### src/iso_tri_pkg.sv
`timescale 1ns / 1ps

package iso_tri_pkg;

  localparam int DEF_SCREEN_WIDTH  = 320;
  localparam int DEF_SCREEN_HEIGHT = 240;

  localparam int TRI_FULL_WIDTH = 16;
  localparam int TRI_HALF_ROWS  = 8;
  localparam int TRI_STEP       = 2;
  localparam int TRI_LAST_ROW   = 14;

  localparam int ADDR_W  = 17;
  localparam int COORD_W = 17;
  localparam int CFG_W   = 8;

  typedef enum logic [1:0] {
    MODE_TEX_SHADE = 2'd0,
    MODE_SKY       = 2'd1,
    MODE_TRANSP    = 2'd2
  } mode_t;

  typedef enum logic [0:0] {
    CFG_TARGET_OVERLAY = 1'b0,
    CFG_SKY_COLOR      = 1'b1
  } cfg_idx_t;

  typedef struct packed {
    logic              start_req;
    logic              side;
    logic [1:0]        mode;
    logic signed [15:0] apex_x;
    logic signed [15:0] origin_y;
    logic [7:0]        color_flags;
    logic [7:0]        texel;
    logic [7:0]        shadow_bits;
    logic [7:0]        water_bits;
  } in_item_t;

  typedef struct packed {
    logic              write_enable;
    logic [ADDR_W-1:0] pixel_address;
    logic [7:0]        pixel_color;
    logic              to_overlay;
    logic              triangle_done;
  } out_item_t;

  // Pixel after walking: position not yet checked against the screen.
  typedef struct packed {
    logic               we;
    logic [7:0]         color;
    logic               ovl;
    logic [COORD_W-1:0] x;
    logic [COORD_W-1:0] y;
    logic               done;
  } pix_t;

  function automatic logic [4:0] row_width(input logic [3:0] r);
    logic [4:0] w;
    if (r < 4'(TRI_HALF_ROWS)) begin
      w = 5'(TRI_STEP) * (5'(r) + 5'd1);
    end else begin
      w = 5'(TRI_FULL_WIDTH) - 5'(TRI_STEP) * (5'(r) - 5'(TRI_HALF_ROWS - 1));
    end
    return w;
  endfunction

endpackage

### src/iso_tri_blitter_top.sv
`timescale 1ns / 1ps

// Isometric half-triangle blitter. Takes one texel transaction per clock and
// returns one frame-buffer write transaction per texel of an active triangle.
// Its first register holds the walked pixel (position
// counters, color composition), the second the screen-clipped write with
// its address from one y*SCREEN_WIDTH multiply-add. A start transaction
// latches origin, side, mode and flags and is itself pixel 0; after the
// 128th pixel (triangle_done) transactions without start are dropped with no
// result. Rate is one transaction per clock, limited only by out_stall.
// Write configuration only while no transactions are in flight.
module iso_triangle_blitter_top #(
  parameter int SCREEN_WIDTH  = iso_tri_pkg::DEF_SCREEN_WIDTH,
  parameter int SCREEN_HEIGHT = iso_tri_pkg::DEF_SCREEN_HEIGHT
) (
  input  logic                            clk,
  input  logic                            rst_n,
  input  logic                            in_valid,
  output logic                            in_stall,
  input  iso_tri_pkg::in_item_t           in_data,
  output logic                            out_valid,
  input  logic                            out_stall,
  output iso_tri_pkg::out_item_t          out_data,
  input  logic                            cfg_we,
  input  iso_tri_pkg::cfg_idx_t           cfg_index,
  input  logic [iso_tri_pkg::CFG_W-1:0]   cfg_data
);

  logic                   target_overlay_r;
  logic [7:0]             sky_color_r;

  logic                   advance;
  logic                   accept;
  logic                   pix_valid;
  iso_tri_pkg::pix_t      pix_nxt;
  logic                   s1_valid_r;
  iso_tri_pkg::pix_t      s1_r;
  iso_tri_pkg::out_item_t res_nxt;
  logic                   out_valid_r;
  iso_tri_pkg::out_item_t out_r;

  assign advance   = !out_valid_r || !out_stall;
  assign in_stall  = s1_valid_r && !advance;
  assign accept    = in_valid && !in_stall;
  assign out_valid = out_valid_r;
  assign out_data  = out_r;

  always_ff @(posedge clk) begin
    if (!rst_n) begin
      target_overlay_r <= 1'b0;
      sky_color_r      <= 8'd0;
    end else if (cfg_we) begin
      case (cfg_index)
        iso_tri_pkg::CFG_TARGET_OVERLAY: target_overlay_r <= cfg_data[0];
        iso_tri_pkg::CFG_SKY_COLOR:      sky_color_r      <= cfg_data[7:0];
        default: ;
      endcase
    end
  end

  iso_tri_walker u_walker (
    .clk            (clk),
    .rst_n          (rst_n),
    .accept         (accept),
    .in_item        (in_data),
    .target_overlay (target_overlay_r),
    .sky_color      (sky_color_r),
    .pix_valid      (pix_valid),
    .pix            (pix_nxt)
  );

  iso_tri_compose #(
    .SCREEN_WIDTH  (SCREEN_WIDTH),
    .SCREEN_HEIGHT (SCREEN_HEIGHT)
  ) u_compose (
    .pix    (s1_r),
    .result (res_nxt)
  );

  always_ff @(posedge clk) begin
    if (!rst_n) begin
      s1_valid_r  <= 1'b0;
      out_valid_r <= 1'b0;
    end else begin
      if (accept) begin
        s1_valid_r <= pix_valid;
      end else if (advance) begin
        s1_valid_r <= 1'b0;
      end
      if (advance) begin
        out_valid_r <= s1_valid_r;
      end
    end
  end

  always_ff @(posedge clk) begin
    if (accept) begin
      s1_r <= pix_nxt;
    end
    if (advance) begin
      out_r <= res_nxt;
    end
  end

  a_stall_only_when_full: assert property (@(posedge clk) disable iff (!rst_n)
    in_stall |-> (s1_valid_r && out_valid_r && out_stall))
    else $error("input stalled with room in the pipeline");

  a_unwritten_clean: assert property (@(posedge clk) disable iff (!rst_n)
    (out_valid_r && !out_r.write_enable) |->
      (out_r.pixel_color == 8'd0 && !out_r.to_overlay && out_r.pixel_address == '0))
    else $error("unwritten pixel carries nonzero fields");

  a_s1_moves_on: assert property (@(posedge clk) disable iff (!rst_n)
    (s1_valid_r && !out_stall && !in_valid) |=> out_valid_r)
    else $error("walked pixel lost between stages");

endmodule

### src/iso_tri_walker.sv
`timescale 1ns / 1ps

module iso_tri_walker (
  input  logic                 clk,
  input  logic                 rst_n,
  input  logic                 accept,
  input  iso_tri_pkg::in_item_t in_item,
  input  logic                 target_overlay,
  input  logic [7:0]           sky_color,
  output logic                 pix_valid,
  output iso_tri_pkg::pix_t    pix
);

  logic        active_r, active_nxt;
  logic [3:0]  row_r, row_nxt;
  logic [3:0]  col_r, col_nxt;
  logic [15:0] base_x_r, base_x_nxt;
  logic [15:0] base_y_r, base_y_nxt;
  logic        side_r, side_nxt;
  logic [1:0]  mode_r, mode_nxt;
  logic [7:0]  flags_r, flags_nxt;

  logic [4:0]  width;
  logic        row_end;
  logic        last_row;
  logic [iso_tri_pkg::COORD_W-1:0] bx, by;

  always_comb begin
    // a start transaction takes effect for its own texel
    active_nxt = active_r;
    row_nxt    = row_r;
    col_nxt    = col_r;
    base_x_nxt = base_x_r;
    base_y_nxt = base_y_r;
    side_nxt   = side_r;
    mode_nxt   = mode_r;
    flags_nxt  = flags_r;
    if (in_item.start_req) begin
      active_nxt = 1'b1;
      row_nxt    = 4'd0;
      col_nxt    = 4'd0;
      base_x_nxt = in_item.apex_x;
      base_y_nxt = in_item.origin_y;
      side_nxt   = in_item.side;
      mode_nxt   = in_item.mode;
      flags_nxt  = in_item.color_flags;
    end

    pix_valid = active_nxt;
    width     = iso_tri_pkg::row_width(row_nxt);
    row_end   = (5'(col_nxt) + 5'd1) >= width;
    last_row  = row_nxt >= 4'(iso_tri_pkg::TRI_LAST_ROW);

    bx = {base_x_nxt[15], base_x_nxt};
    by = {base_y_nxt[15], base_y_nxt};
    if (side_nxt) begin
      pix.x = bx + iso_tri_pkg::COORD_W'(col_nxt);
    end else begin
      pix.x = bx - iso_tri_pkg::COORD_W'(width) + iso_tri_pkg::COORD_W'(col_nxt);
    end
    pix.y    = by + iso_tri_pkg::COORD_W'(row_nxt);
    pix.done = row_end && last_row;

    case (mode_nxt)
      iso_tri_pkg::MODE_TEX_SHADE: begin
        pix.we    = 1'b1;
        pix.color = in_item.texel | in_item.shadow_bits | in_item.water_bits;
        pix.ovl   = target_overlay;
      end
      iso_tri_pkg::MODE_SKY: begin
        pix.we    = 1'b1;
        pix.color = sky_color | in_item.water_bits;
        pix.ovl   = target_overlay;
      end
      iso_tri_pkg::MODE_TRANSP: begin
        pix.we    = in_item.texel != 8'd0;
        pix.color = in_item.texel | flags_nxt;
        pix.ovl   = 1'b0;
      end
      default: begin
        pix.we    = 1'b0;
        pix.color = 8'd0;
        pix.ovl   = 1'b0;
      end
    endcase
  end

  always_ff @(posedge clk) begin
    if (!rst_n) begin
      active_r <= 1'b0;
      row_r    <= 4'd0;
      col_r    <= 4'd0;
      base_x_r <= 16'd0;
      base_y_r <= 16'd0;
      side_r   <= 1'b0;
      mode_r   <= 2'd0;
      flags_r  <= 8'd0;
    end else if (accept) begin
      base_x_r <= base_x_nxt;
      base_y_r <= base_y_nxt;
      side_r   <= side_nxt;
      mode_r   <= mode_nxt;
      flags_r  <= flags_nxt;
      if (active_nxt) begin
        if (row_end) begin
          col_r <= 4'd0;
          if (last_row) begin
            active_r <= 1'b0;
            row_r    <= 4'd0;
          end else begin
            active_r <= 1'b1;
            row_r    <= row_nxt + 4'd1;
          end
        end else begin
          active_r <= 1'b1;
          row_r    <= row_nxt;
          col_r    <= col_nxt + 4'd1;
        end
      end
    end
  end

endmodule

### src/iso_tri_compose.sv
`timescale 1ns / 1ps

module iso_tri_compose #(
  parameter int SCREEN_WIDTH  = iso_tri_pkg::DEF_SCREEN_WIDTH,
  parameter int SCREEN_HEIGHT = iso_tri_pkg::DEF_SCREEN_HEIGHT
) (
  input  iso_tri_pkg::pix_t      pix,
  output iso_tri_pkg::out_item_t result
);

  localparam int XW = $clog2(SCREEN_WIDTH);
  localparam int YW = $clog2(SCREEN_HEIGHT);
  localparam int AW = XW + YW;
  localparam int CW = iso_tri_pkg::COORD_W;

  logic          on_screen;
  logic [AW-1:0] lin_addr;

  always_comb begin
    on_screen = !pix.x[CW-1] && (pix.x < CW'(SCREEN_WIDTH)) &&
                !pix.y[CW-1] && (pix.y < CW'(SCREEN_HEIGHT));
    lin_addr  = AW'(pix.y[YW-1:0]) * AW'(SCREEN_WIDTH) + AW'(pix.x[XW-1:0]);

    result.write_enable  = pix.we && on_screen;
    result.triangle_done = pix.done;
    if (result.write_enable) begin
      result.pixel_address = iso_tri_pkg::ADDR_W'(lin_addr);
      result.pixel_color   = pix.color;
      result.to_overlay    = pix.ovl;
    end else begin
      result.pixel_address = '0;
      result.pixel_color   = 8'd0;
      result.to_overlay    = 1'b0;
    end
  end

endmodule

### config.mk
export PLATFORM = sky130hd
export DESIGN_NAME = iso_triangle_blitter_top
export DESIGN_NICKNAME = d
export VERILOG_FILES = /design/src/iso_tri_pkg.sv /design/src/iso_tri_blitter_top.sv /design/src/iso_tri_walker.sv /design/src/iso_tri_compose.sv
export SDC_FILE = /design/constraint.sdc
export NUM_CORES = 1
export LEC_CHECK = 0
export ABC_AREA = 1
export BUFFER_PORTS_ARGS = -buffer_cell sky130_fd_sc_hd__buf_2
export CORE_MARGIN = 1.5
export CORE_UTILIZATION = 40
export CTS_CLUSTER_SIZE = 8
export DETAILED_ROUTE_END_ITERATION = 7
export GPL_ROUTABILITY_DRIVEN = 0
export SETUP_SLACK_MARGIN = 0.02
export SLEW_MARGIN = 20
export SYNTH_ARGS = -nofsm -noshare
export SYNTH_HDL_FRONTEND = slang
export SYNTH_SLANG_ARGS = --single-unit
### constraint.sdc
create_clock -name clk -period 3.9 [get_ports clk]
set_clock_uncertainty 0.2 [all_clocks]
set_input_delay 0.975 -clock clk [delete_from_list [all_inputs] [get_ports clk]]
set_output_delay 0.975 -clock clk [all_outputs]
set_load 0.05 [all_outputs]
**After elaboration in Yosys (flattened, before gate mapping)**

Cells that the tools add are included.
W data, S select, Z words.

- Word-level logic and storage cells: 85
- Input port bits: 82
- Register bits after elaboration: 136

- Multipliers: 1
- Muxes and demuxes: 18
- Add/sub/neg operators: 11
- Order comparisons: 5
- Reductions and logical operators: 20
- Bitwise gates (word level): 5
- Eq/ne operators: 2

Operator list:

| kind | count |
|---|---|
| $add A16 B5 Y17 | 2 |
| $mux W16 | 2 |
| $or A8 B8 Y8 | 4 |
| $pmux W10 S3 | 1 |
| $mux W4 | 5 |
| $add A17 B4 Y17 | 1 |
| $add A17 B9 Y17 | 1 |
| $lt A17 B8 Y1 const B | 1 |
| $lt A17 B9 Y1 const B | 1 |
| $mux W17 | 1 |
| $sub A16 B6 Y17 | 1 |
| $add A4 B1 Y4 const B | 3 |
| $mul A8 B3 Y11 const B | 1 |
| $mux W8 | 1 |
| $reduce_bool A8 Y1 | 1 |
| $logic_and A1 B1 Y1 | 7 |
| $logic_not A1 Y1 | 6 |
| $mux W1 | 6 |
| $reduce_and A2 Y1 | 3 |
| $add A4 B1 Y5 const B | 1 |
| $ge A5 B5 Y1 | 1 |
| $mux W5 | 1 |
| $sub A5 B5 Y5 const A | 1 |
| $ge A4 B4 Y1 const B | 1 |
| 9 further kinds | 9 |

**Depth between registers and ports, before layout**

- Depth in word-level cells: 7
- Depth in mapped cells: 25
- Depth with buffers taken out: 25

**Hierarchy**

A second synthesis with hierarchy kept.

- Cells, all modules: 1182
- Area total of the unflattened synthesis: 8764.7 um^2

Modules (own cells, without submodules):

| module | sequential area each (um^2) | area an instance (um^2) | cells an instance | times used |
|---|---|---|---|---|
| iso_tri_walker | 1041.0 | 5296.3 | 902 | 1 |
| iso_triangle_blitter_top | 2412.3 | 2613.8 | 127 | 1 |
| iso_tri_compose | 0.0 | 854.6 | 153 | 1 |

**Worst setup path after synthesis**

OpenSTA, ideal clock, no wires.

- Kind: input to register
- From: input in_data[67] (netlist name)
- To: register s1_r[33] (netlist name), data pin
- Arrival time: 3.519 ns
- Slack: -0.075 ns
- Stages on the path: 17
- Setup time: 0.256 ns
- Data required time: 3.444 ns
- Cells stage by stage: buf_6 > buf_6 > buf_2 > nand2_1 > o21ai_1 > inv_1 > fa_1 > inv_1 > ha_1 > a21oi_1 > nand2_1 > a21oi_1 > o21ai_1 > nand3_1 > nand3b_1 > nand3_1 > nand2_1

RTL lines:

| element | line | text |
|---|---|---|
| from (decl) | iso_tri_blitter_top.sv:20 | `input iso_tri_pkg::in_item_t in_data,` |
| to (signal assigned) | iso_tri_blitter_top.sv:98 | `s1_r <= pix_nxt;` |
| to (decl) | iso_tri_blitter_top.sv:37 | `iso_tri_pkg::pix_t s1_r;` |

==> flow_summary.toml <==
[cells_and_area]
num_antenna_cells = 0
fin_nets = 1293
drive_above_1_share_pct = 22.1
mostFrequentLayoutCell = "nand2_1"
mostFrequentLayoutCells = "nand2_1 (142), inv_1 (133), nor2_1 (114)"
multi_input_area_sq_um = 4160
nFillCells = 1996
sequential_cell_area_sq_um = 3450
stdcell_area_sq_um = 9960
final_util_pct = 49.1
area_growth_pct = 19.9

[hold_path]
hold_class = "register to register"
hold_path_startpoint = "s1_r[0]"

[die]
die_y_microns = 147
io_pins = 112
core-area_sq_um = 20300
fp.dieW_microns = 147
dieArea_sq_um = 21600
start_util_pct = 40.9
row_count = 52

[clock_tree]
postCtsSetupRepairBufs = 0
cts.sinks = 136
cts-resized-gates = 0
clk_path_buf_depth = 2
clock_latency_ps = 430
clkTransAtPathRegs_ps = 70
ctsHoldBuffers = 0
htree_levels = 4
cts_buffers = 17
cts_tree = "yes"
root_buffer = "clkbuf_16"

[global_route]
grt_overflow = 0
grt_use_total_pct = 18.7
grt_max_degree = 76
grt_pass1_vias = 6752
antenna_found_initial = 0
grt_pass1_wl_microns = 32300

[critical_path]
cp_slowest_stage_delay_ps = 400
cp_max_fo = 5
critPathSlowestCell = "fa_1"
cpMostUsedCell = "nand2_1"
r2r-start = "u_walker.row_r[1]"
crit_chain = "buf_4 > nor2_8 > nor2_1 > a21oi_1 > nand2_1 > o21a_1 > inv_1 > fa_1 > inv_1 > ha_1 > a21oi_1 > nand2_1 > a21oi_2 > o21ai_1 > nand3_1 > nand3b_1 > nand3_1 > nand2_1"
worstPathArrival_ps = 3530
crit_type = "input pin to register"
start_kind = "input pin"
critical_path.endpoint_type = "register"
cp-startpoint = "in_data[67]"
crit_required_ps = 3880

[sta]
hold_viol = 0
hold_ws_ps = 221
fmax_ghz = 0.282
worst_pin_slew_ps = 884
setup_violations = 0
rsz0062_at_grt = "false"
period_needed_ps = 3550
timing.final.crit_share_pct = 90.9
slew_violations = 0
slew_headroom_pct = 41.0

[route]
dr.pass1.iters = 5
ant_nets = 0
drt_wl_total_microns = 19300
routedWlPerCell_microns = 13.5
avgViaCountPerCell = 4.85
num_vias = 6951
drc = 0
drt_iter0_drc = 473

[logic_synthesis]
ys_ff_latch = 136
synth_edf_count = 73
yosysWarnings = 0
synthesis.area_sq_um = 8310
syn_avg_cell_area_sq_um = 8.26
synth_cell_types = 52
seq_area_frac_synth_pct = 41.6
syn_nets = 1148
synthCells = 1006
synthArstFlopShare_pct = 0
ys.flop_type = "edfxtp_1"

[outcome]
status = "completed"

[power_and_ir_drop]
ir_worst_vdd_mv = 0.298
power.leakage_nw = 4.66
pwr_density_cell_nw_per_um2 = 416

[placed_design]
placed_area_sq_um = 9400
dp_hpwl_microns = 14600
portBuffers = 111

[flow_run]
drv_cap = 0
[routing by layer]
layer / GRT usage [%] / wire length [microns]
met5: 0 / 0
met4: 5.90 / 301
met3: 3.29 / 666
met2: 31.5 / 9150
met1: 24.5 / 9230
[worst paths after layout]
path                       to  slack [ps]  cells after the start
setup / recovery     s1_r[33]         350                     18
hold / removal    out_data[0]         220                      0
setup reg to reg     s1_r[33]         550                     18
hold reg to reg   out_data[0]         220                      0
[state kept, by name, summed over array words and instances (netlist names), 4 cells and up]
register / flops
u_walker.row_r: 4
u_walker.base_x_r: 16
sky_color_r: 8
u_walker.flags_r: 8
s1_r: 45
u_walker.col_r: 4
out_data: 28
u_walker.base_y_r: 16
[cells by family after synthesis]
logic type | synth area share [%]
adders and majority gates | 9.49
muxes | 0.813
xor gates and xnor gates | 3.16
DFF | 41.6
and+or+nand+nor | 20.2
buffers and inverters | 8.49
AOI/OAI and AO/OA | 16.3
[critical path, delay by kind of cell]
kind	cells	cell delay, ps
compound gates	5	850
fa+ha+maj	2	670
buf+inv	3	300
simple gates	8	720
[cell usage after synthesis (2+ instances only)]
| cell | n | area [sq um] |
|---|---|---|
| o21ai_1 | 20 | 100 |
| o21ai_0 | 96 | 480 |
| mux2i_1 | 4 | 40.0 |
| nand2_2 | 9 | 56.3 |
| edfxtp_1 | 73 | 2190 |
| clkbuf_1 | 14 | 52.6 |
| inv_2 | 5 | 18.8 |
| o21ai_2 | 13 | 114 |
| a21oi_1 | 73 | 365 |
| nand3_1 | 39 | 195 |
| and2_1 | 2 | 12.5 |
| nor2_4 | 3 | 33.8 |
| o22ai_1 | 2 | 12.5 |
| nand3_2 | 3 | 30.0 |
| buf_4 | 3 | 22.5 |
| or2_1 | 5 | 31.3 |
| buf_6 | 3 | 33.8 |
| fa_1 | 5 | 100 |
| nand3b_1 | 2 | 15.0 |
| o21a_1 | 2 | 15.0 |
| nor3_1 | 3 | 15.0 |
| nand2_4 | 3 | 33.8 |
| o211ai_1 | 3 | 22.5 |
| a211oi_1 | 22 | 165 |
| nor2_8 | 2 | 40.0 |
| buf_2 | 9 | 45.0 |
| nor3_2 | 2 | 20.0 |
| ha_1 | 55 | 688 |
| xor2_1 | 22 | 193 |
| nand2_1 | 142 | 533 |
| nor2_1 | 114 | 428 |
| dfxtp_1 | 63 | 1260 |
| nor2_2 | 5 | 31.3 |
| a31oi_1 | 3 | 18.8 |
| or2_2 | 14 | 87.6 |
| nor4_1 | 5 | 31.3 |
| xnor2_1 | 8 | 70.1 |
| mux2i_2 | 2 | 27.5 |
| nand4_1 | 7 | 43.8 |
| inv_1 | 134 | 503 |
[power by group]
part,switching [W],leakage (nW),internal (W)
Combinational,0.000573,3.09,0.000352
Sequential,0.0000502,1.30,0.00163
Clock,0.000699,0.262,0.000836
[through the flow]
step | TNS (ps) | std cells | total power (W) | setup WS, ps
after floorplan | -2.32 | 1006 | 0.00237 | -2.32
after global placement | -4.73 | 1402 | 0.00263 | -4.73
after detailed placement | -160 | 1402 | 0.00264 | -67.4
after CTS | 0 | 1434 | 0.00418 | 384
after global routing | 0 | 1434 | 0.00438 | 60.9
final | 0 | 1434 | 0.00414 | 353
[area by class of cell]
| class | count | share of cell area [%] |
|---|---|---|
| multi-input combinational | 699 | 41.7 |
| clock buffer | 17 | 4.27 |
| sequential | 136 | 34.7 |
| inverter | 141 | 5.35 |
| clock inverter | 15 | 1.32 |
| timing repair buffer | 156 | 9.25 |
| tap | 270 | 3.39 |
No activity file was read; power rests on OpenSTA's default activity.
